==> src/hdl/frg_pkg.sv <==
package frg_pkg;

    localparam int unsigned CFG_W     = 32;
    localparam int unsigned LOAD_IN_W = 64;
    localparam int unsigned FEE_W     = 36;
    localparam int unsigned FLOOR_W   = 32;
    localparam int unsigned PROD_W    = 64;
    localparam int unsigned DIV_CNT_W = 6;

    localparam logic [CFG_W-1:0] TARGET_LOAD_RESET = 32'd20000;
    localparam logic [CFG_W-1:0] TARGET_FEE_RESET  = 32'd10000;

    // Multiplying by this constant and shifting right by 34 divides any 32-bit value by 5.
    localparam logic [CFG_W-1:0] RECIP_FIVE = 32'hCCCC_CCCD;
    localparam int unsigned      RECIP_SHIFT = 34;

    localparam logic [DIV_CNT_W-1:0] DIV_LAST = 6'd63;

    typedef enum logic {
        REG_TARGET_LOAD = 1'b0,
        REG_TARGET_FEE  = 1'b1
    } frg_reg_t;

    typedef enum logic [2:0] {
        S_IDLE,
        S_MUL,
        S_RECIP,
        S_DIV,
        S_SEL,
        S_UPDATE
    } frg_state_t;

endpackage

==> src/hdl/fee_rate_governor_step.sv <==
// Channel   | Handshake                | Payload
// ----------+--------------------------+-------------------------------------------
// in        | in_valid / in_ready      | observed_load
// out       | out_valid / out_ready    | fee, previous_fee, fee_floor, fee_ceiling
// cfg       | cfg_we                   | cfg_index, cfg_data
//
// When target_load is nonzero, a request passes the multiply and reciprocal states, then
// the 64-step restoring divider that produces target_fee*load/target_load, then select.
// With target_load at zero the divider is skipped and multiply goes straight to update.
// The block takes one request at a time; in_ready is high only while it is idle.
// A finished result waits in the output register, and the next request may start then.
// Reset clears the kept fee to zero and loads the register reset values.
module fee_rate_governor_step
    import frg_pkg::*;
(
    input  logic                 clk,
    input  logic                 rst_n,
    input  logic                 cfg_we,
    input  logic                 cfg_index,
    input  logic [CFG_W-1:0]     cfg_data,
    input  logic                 in_valid,
    output logic                 in_ready,
    input  logic [LOAD_IN_W-1:0] observed_load,
    output logic                 out_valid,
    input  logic                 out_ready,
    output logic [FEE_W-1:0]     fee,
    output logic [FEE_W-1:0]     previous_fee,
    output logic [FLOOR_W-1:0]   fee_floor,
    output logic [FEE_W-1:0]     fee_ceiling
);

    frg_state_t             state_reg, state_next;
    logic [CFG_W-1:0]       target_load_reg, target_fee_reg;
    logic [FEE_W-1:0]       fee_now_reg;
    logic [CFG_W-1:0]       load_reg;
    logic [PROD_W-1:0]      divd_reg;
    logic [CFG_W-1:0]       rem_reg;
    logic [DIV_CNT_W-1:0]   cnt_reg;
    logic [CFG_W-1:0]       step_reg;
    logic [FEE_W-1:0]       desired_reg;
    logic                   out_valid_reg;
    logic [FEE_W-1:0]       fee_reg, previous_fee_reg, fee_ceiling_reg;
    logic [FLOOR_W-1:0]     fee_floor_reg;

    logic                   accept_in, out_free, do_update;
    logic                   mul_recip;
    logic [CFG_W-1:0]       mul_a, mul_b;
    logic [PROD_W-1:0]      mul_out;
    logic [CFG_W:0]         div_shift, div_diff;
    logic                   div_ge;
    logic                   adjust_off;
    logic [FEE_W-1:0]       lo_w, hi_w;
    logic [PROD_W-1:0]      sel_max;
    logic [FEE_W-1:0]       sel_desired;
    logic [FEE_W:0]         up_w, raw_w, clamp_lo_w, clamp_w;
    logic [FEE_W-1:0]       nf_w;

    assign accept_in  = in_valid && in_ready;
    assign out_free   = !out_valid_reg || out_ready;
    assign adjust_off = (target_load_reg == '0);

    always_comb
    begin
        state_next = state_reg;
        unique case (state_reg)
            S_IDLE:
            begin
                if (in_valid)
                begin
                    state_next = S_MUL;
                end
            end
            S_MUL:
            begin
                state_next = adjust_off ? S_UPDATE : S_RECIP;
            end
            S_RECIP:
            begin
                state_next = S_DIV;
            end
            S_DIV:
            begin
                if (cnt_reg == DIV_LAST)
                begin
                    state_next = S_SEL;
                end
            end
            S_SEL:
            begin
                state_next = S_UPDATE;
            end
            S_UPDATE:
            begin
                if (out_free)
                begin
                    state_next = S_IDLE;
                end
            end
            default:
            begin
                state_next = S_IDLE;
            end
        endcase
    end

    always_comb
    begin
        in_ready  = 1'b0;
        mul_recip = 1'b0;
        do_update = 1'b0;
        unique case (state_reg)
            S_IDLE:   in_ready  = 1'b1;
            S_RECIP:  mul_recip = 1'b1;
            S_UPDATE: do_update = out_free;
            default:  in_ready  = 1'b0;
        endcase
    end

    // The one multiplier forms the dividend first and the step by target_fee/20 after it.
    assign mul_a   = mul_recip ? {2'b00, target_fee_reg[CFG_W-1:2]} : target_fee_reg;
    assign mul_b   = mul_recip ? RECIP_FIVE : load_reg;
    assign mul_out = PROD_W'(mul_a) * PROD_W'(mul_b);

    assign div_shift = {rem_reg, divd_reg[PROD_W-1]};
    assign div_ge    = (div_shift >= {1'b0, target_load_reg});
    assign div_diff  = div_shift - {1'b0, target_load_reg};

    assign lo_w = (target_fee_reg[CFG_W-1:1] == '0) ? FEE_W'(1)
                                                    : FEE_W'(target_fee_reg[CFG_W-1:1]);
    assign hi_w = {1'b0, target_fee_reg, 3'b000} + {3'b000, target_fee_reg, 1'b0};

    assign sel_max     = (divd_reg < PROD_W'(lo_w)) ? PROD_W'(lo_w) : divd_reg;
    assign sel_desired = (sel_max > PROD_W'(hi_w)) ? hi_w : sel_max[FEE_W-1:0];

    assign up_w = {1'b0, fee_now_reg} + (FEE_W+1)'(step_reg);

    always_comb
    begin
        priority if (desired_reg > fee_now_reg)
        begin
            raw_w = up_w;
        end
        else if (fee_now_reg >= FEE_W'(step_reg))
        begin
            raw_w = {1'b0, fee_now_reg} - (FEE_W+1)'(step_reg);
        end
        else
        begin
            raw_w = {1'b0, lo_w};
        end
        clamp_lo_w = (raw_w < {1'b0, lo_w}) ? {1'b0, lo_w} : raw_w;
        clamp_w    = (clamp_lo_w > {1'b0, hi_w}) ? {1'b0, hi_w} : clamp_lo_w;
        priority if (adjust_off)
        begin
            nf_w = FEE_W'(target_fee_reg);
        end
        else if (desired_reg == fee_now_reg)
        begin
            nf_w = desired_reg;
        end
        else
        begin
            nf_w = clamp_w[FEE_W-1:0];
        end
    end

    always_ff @(posedge clk or negedge rst_n)
    begin
        if (!rst_n)
        begin
            state_reg       <= S_IDLE;
            target_load_reg <= TARGET_LOAD_RESET;
            target_fee_reg  <= TARGET_FEE_RESET;
            fee_now_reg     <= '0;
            out_valid_reg   <= 1'b0;
            cnt_reg         <= '0;
        end
        else
        begin
            state_reg <= state_next;
            if (cfg_we)
            begin
                if (cfg_index == REG_TARGET_LOAD)
                begin
                    target_load_reg <= cfg_data;
                end
                else
                begin
                    target_fee_reg <= cfg_data;
                end
            end
            if (state_reg == S_RECIP)
            begin
                cnt_reg <= '0;
            end
            else if (state_reg == S_DIV)
            begin
                cnt_reg <= cnt_reg + 1'b1;
            end
            if (do_update)
            begin
                fee_now_reg   <= nf_w;
                out_valid_reg <= 1'b1;
            end
            else if (out_ready)
            begin
                out_valid_reg <= 1'b0;
            end
        end
    end

    always_ff @(posedge clk)
    begin
        if (accept_in)
        begin
            load_reg <= (observed_load[LOAD_IN_W-1:CFG_W] != '0) ? '1
                                                                 : observed_load[CFG_W-1:0];
        end
        unique case (state_reg)
            S_MUL:
            begin
                divd_reg <= mul_out;
                rem_reg  <= '0;
            end
            S_RECIP:
            begin
                step_reg <= (mul_out[PROD_W-1:RECIP_SHIFT] == '0)
                          ? CFG_W'(1) : CFG_W'(mul_out[PROD_W-1:RECIP_SHIFT]);
            end
            S_DIV:
            begin
                rem_reg  <= div_ge ? div_diff[CFG_W-1:0] : div_shift[CFG_W-1:0];
                divd_reg <= {divd_reg[PROD_W-2:0], div_ge};
            end
            S_SEL:
            begin
                desired_reg <= sel_desired;
            end
            default:
            begin
            end
        endcase
        if (do_update)
        begin
            fee_reg          <= nf_w;
            previous_fee_reg <= (fee_now_reg == '0) ? nf_w : fee_now_reg;
            fee_floor_reg    <= adjust_off ? target_fee_reg : lo_w[FLOOR_W-1:0];
            fee_ceiling_reg  <= adjust_off ? FEE_W'(target_fee_reg) : hi_w;
        end
    end

    assign out_valid    = out_valid_reg;
    assign fee          = fee_reg;
    assign previous_fee = previous_fee_reg;
    assign fee_floor    = fee_floor_reg;
    assign fee_ceiling  = fee_ceiling_reg;

    a_rem_bound: assert property (@(posedge clk) disable iff (!rst_n)
        (state_reg == S_DIV) |-> (rem_reg < target_load_reg))
        else $error("divider remainder not below divisor");

    a_div_len: assert property (@(posedge clk) disable iff (!rst_n)
        (state_reg == S_DIV && cnt_reg == DIV_LAST) |=> (state_reg == S_SEL))
        else $error("divider did not finish after its last step");

    a_start: assert property (@(posedge clk) disable iff (!rst_n)
        accept_in |=> (state_reg == S_MUL))
        else $error("accepted request did not start the multiply");

    a_ceiling: assert property (@(posedge clk) disable iff (!rst_n)
        out_valid_reg |-> (fee_reg <= fee_ceiling_reg))
        else $error("fee above ceiling");

endmodule
==> config.mk <==
export PLATFORM = sky130hd
export DESIGN_NAME = fee_rate_governor_step
export DESIGN_NICKNAME = d
export VERILOG_FILES = /design/src/hdl/frg_pkg.sv /design/src/hdl/fee_rate_governor_step.sv
export SDC_FILE = /design/constraint.sdc
export NUM_CORES = 2
export LEC_CHECK = 0
export ABC_AREA = 1
export BUFFER_PORTS_ARGS = -buffer_cell sky130_fd_sc_hd__buf_2
export CORE_UTILIZATION = 45
export CTS_CLUSTER_SIZE = 24
export DETAILED_ROUTE_END_ITERATION = 12
export HOLD_SLACK_MARGIN = 0.08
export MAX_ROUTING_LAYER = met4
export PLACE_DENSITY = 0.67
export SETUP_SLACK_MARGIN = 0.5
export SYNTH_ARGS = -nofsm -noshare
export SYNTH_HDL_FRONTEND = slang
export SYNTH_SLANG_ARGS = --single-unit
export TNS_END_PERCENT = 50
==> constraint.sdc <==
create_clock -name clk -period 23.3 [get_ports clk]
set_input_delay 1.165 -clock clk [delete_from_list [all_inputs] [get_ports clk]]
set_output_delay 1.165 -clock clk [all_outputs]
set_load 0.01 [all_outputs]
==> results.md <==
- Final Setup Violations: 0
- Routed via count: 58.0k
- Relative slew slack: -3.33%
- Most frequent cells in the layout: 1796 x nand2_1, 1485 x inv_1, 900 x fa_1
- Setup bufs post-CTS: 0
- I/O pin count: 244
- R2r setup slk: between 10 and 15 ns
- Kind of critical path: reg2reg
- DIE HEIGHT: 378 um
- Vias in the first global route: between 50k and 60k
- Asr flop ratio synth: 24.8%
- Top-area cell type share of the netlist area: 28.4%
- DR pass1 iterations: 7
- Clock sink total: 444
- Largest cells by area after synthesis: fa_1 28%, edfxtp_1 16%, ha_1 11%, nand2_1 11%, inv_1 8.8%
- Critical path required time: 23.81 ns
- DRC violations left: 0
- Layout area overhead: 8.75%
- Yosys warns: 0
- R2R depth: 40
- Worst-path clk slew: roughly 0.060 ns
- GRT Total Usage: between 40% and 50%
- Core Area: 140000 um^2
- Worst hold slack: 0.498 ns
- Mapped cell area: 63500 um^2
- CP startpoint: state_reg[2]
- Fraction of layout cells with a size suffix above 1: 7.16%
- Setup TNS: 0 ns
- Crit path launch type: flop
- Worst Path Arrival: 13.16 ns
- Min cycle time layout: 12.65 ns
- I/O Buffers: around 240
- Die X: 378 um
- ANT nets after route: 0
- Largest net degree at the start of global routing: 90
- Worst slew pin tran: 1.51 ns
- Initial antenna violation count: 15
- Max incr delay on CP: 1.13 ns
- Post-DP HPWL: between 200000 and 250000 um
- Placed Instance Area: 67200 um^2
- EDFF count, synth: 334
- Commonest non-fill, non-tap cell in the layout: nand2_1
- Gpl congestion: about 1.1
- Class of the worst hold path: reg2reg
- Layout Skew: 0.0581 ns
- CTS tree: done
- Mapped Nets: 9426
- Number of flip-flops under the largest register name: 64
- FMAX: approximately 0.079 GHz
- CP max stage cell: a21oi_1
- Max_cap viols: 1
- Routed len/inst: 29.0 um
- Worst r2r src: state_reg[2]
- Most Frequent Cell on Critical Path: nand2_1
- Fin. Hold Viols: 0
- CTS hold repair buffers: 0
- First-pass GRT wire length: 410000 um
- Mapped Avg Cell Area: 8.07 um^2
- Status: complete, but fails checks
- Worst R2R End: step_reg[0]
- Failing checks: max-capacitance violations, max-slew violations
- Cell variety after synth: 67
- H-tree Lvls: 2
- Clock Tree Buf Depth: 3
- CP delay by family, top: adder cells
- Yosys top cell by area: fa_1
- Ys flop type: edfxtp_1
- Grt total ovfl: 0
- Post_cts resized: 0
- Crit. End Element: flop
- Vias per inst: 5.81
- Crit path to: step_reg[0]
- # nets final: 9603
- RSZ-0062 raised after global routing: no
- Initial core utilization: 45.4%
- Post-route cell area: 69000 um^2
- Max-slew violation count: 2
- Die area: 143000 um^2
- Clk_lat worst skew: 0.69 ns
- Fin crit share: 54.3%
- Final WL: 289000 um
- Part of the Yosys area used for sequential elements: 20.2%
- Total CTS buffers: 55
- Synthesized instance count: ~7.9k
- DRT iter0 DRCs: 6363
- CP Max Fanout: 43
- CTS root buf: clkbuf_16
- Levels on crit path: 40
- Row count: 137
- WP buf/inv: 7
- FF+latch count, synth: approximately 440
[how the worst min path moves through the flow]
stage	slack, ns	depth (start not counted)	from	to
after floorplan	0.47	2	target_load_reg[16]	target_load_reg[16]
after global placement	0.48	2	target_fee_reg[12]	target_fee_reg[12]
after detailed placement	0.48	2	target_fee_reg[11]	target_fee_reg[11]
after CTS	0.50	2	target_fee_reg[11]	target_fee_reg[11]
after global routing	0.53	2	target_fee_reg[26]	target_fee_reg[26]
final	0.50	2	target_fee_reg[3]	target_fee_reg[3]
[per-layer routing]
metal,part of all wire [%],vias up,GRT usage (%)
li1,-,24814,-
met1,38,28698,51.1
met2,43,3565,61.9
met3,10,953,9.50
met4,8.5,0,28.6
met5,0,-,-
[worst reg2reg max path: cells and delay by family, from the launching register on]
kind | cells | cell delay, ns
adders and majority gates | 9 | 4.26
buffers and inverters | 7 | 2.27
DFF | 1 | 0.43
xor gates and xnor gates | 1 | 0.24
and+or+nand+nor | 22 | 4.16
AOI/OAI and AO/OA | 1 | 1.13
[layout make-up]
cell class	instances	area [um^2]
fill	13752	70700
multi-input combinational	5622	43900
clock buffer	71	1510
tap	1876	2350
inverter	1534	5770
antenna	19	47.5
timing repair buffer	392	2340
sequential	444	12800
clock inverter	32	334
[per-stage QoR]
| step | util [%] | instances | setup slack [ns] |
|---|---|---|---|
| 6_report | 49.4 | 9990 | 10.65 |
| 5_1_grt | 49.4 | 9985 | 10.16 |
| 4_1_cts | 49.4 | 9971 | 11.07 |
| 3_5_place_dp | 48.1 | 9868 | 11.10 |
| 3_3_place_gp | 48.1 | 9867 | 10.95 |
| 2_1_floorplan | - | 7872 | 14.23 |
[synthesized netlist by cell type, types with 13 or more instances]
| library cell | instances |
|---|---|
| nand2_1 | 1802 |
| inv_1 | 1486 |
| fa_1 | 900 |
| nor2_1 | 850 |
| ha_1 | 552 |
| o21ai_0 | 426 |
| a21oi_1 | 382 |
| edfxtp_1 | 334 |
| clkbuf_1 | 217 |
| nand3_1 | 142 |
| dfrtp_1 | 100 |
| xor2_1 | 95 |
| xnor2_1 | 60 |
| o21ai_1 | 53 |
| nand4_1 | 50 |
| nor4_1 | 44 |
| nor3_1 | 37 |
| buf_2 | 35 |
| clkinv_1 | 31 |
| a31oi_1 | 24 |
| o21a_1 | 24 |
| o211ai_1 | 22 |
| a21o_1 | 20 |
| o21bai_1 | 18 |
| inv_2 | 16 |
| nand2_2 | 13 |
[logic make-up (layout without fill, tap and decap cells)]
logic type      after synthesis  count (layout)  synth area share [%]
fa+ha+maj                  1452            1452                  39.3
simple gates               2978            2978                  18.7
flops                       444             444                  20.2
buf+inv                    1806            2029                  10.9
xor+xnor                    155             155                  2.14
compound gates             1037            1037                  8.92
other cells                   0              19                     0
Power is left out: the tool's default activity adds up to more than one toggle a clock period on the data nets, which glitch-free logic cannot reach.
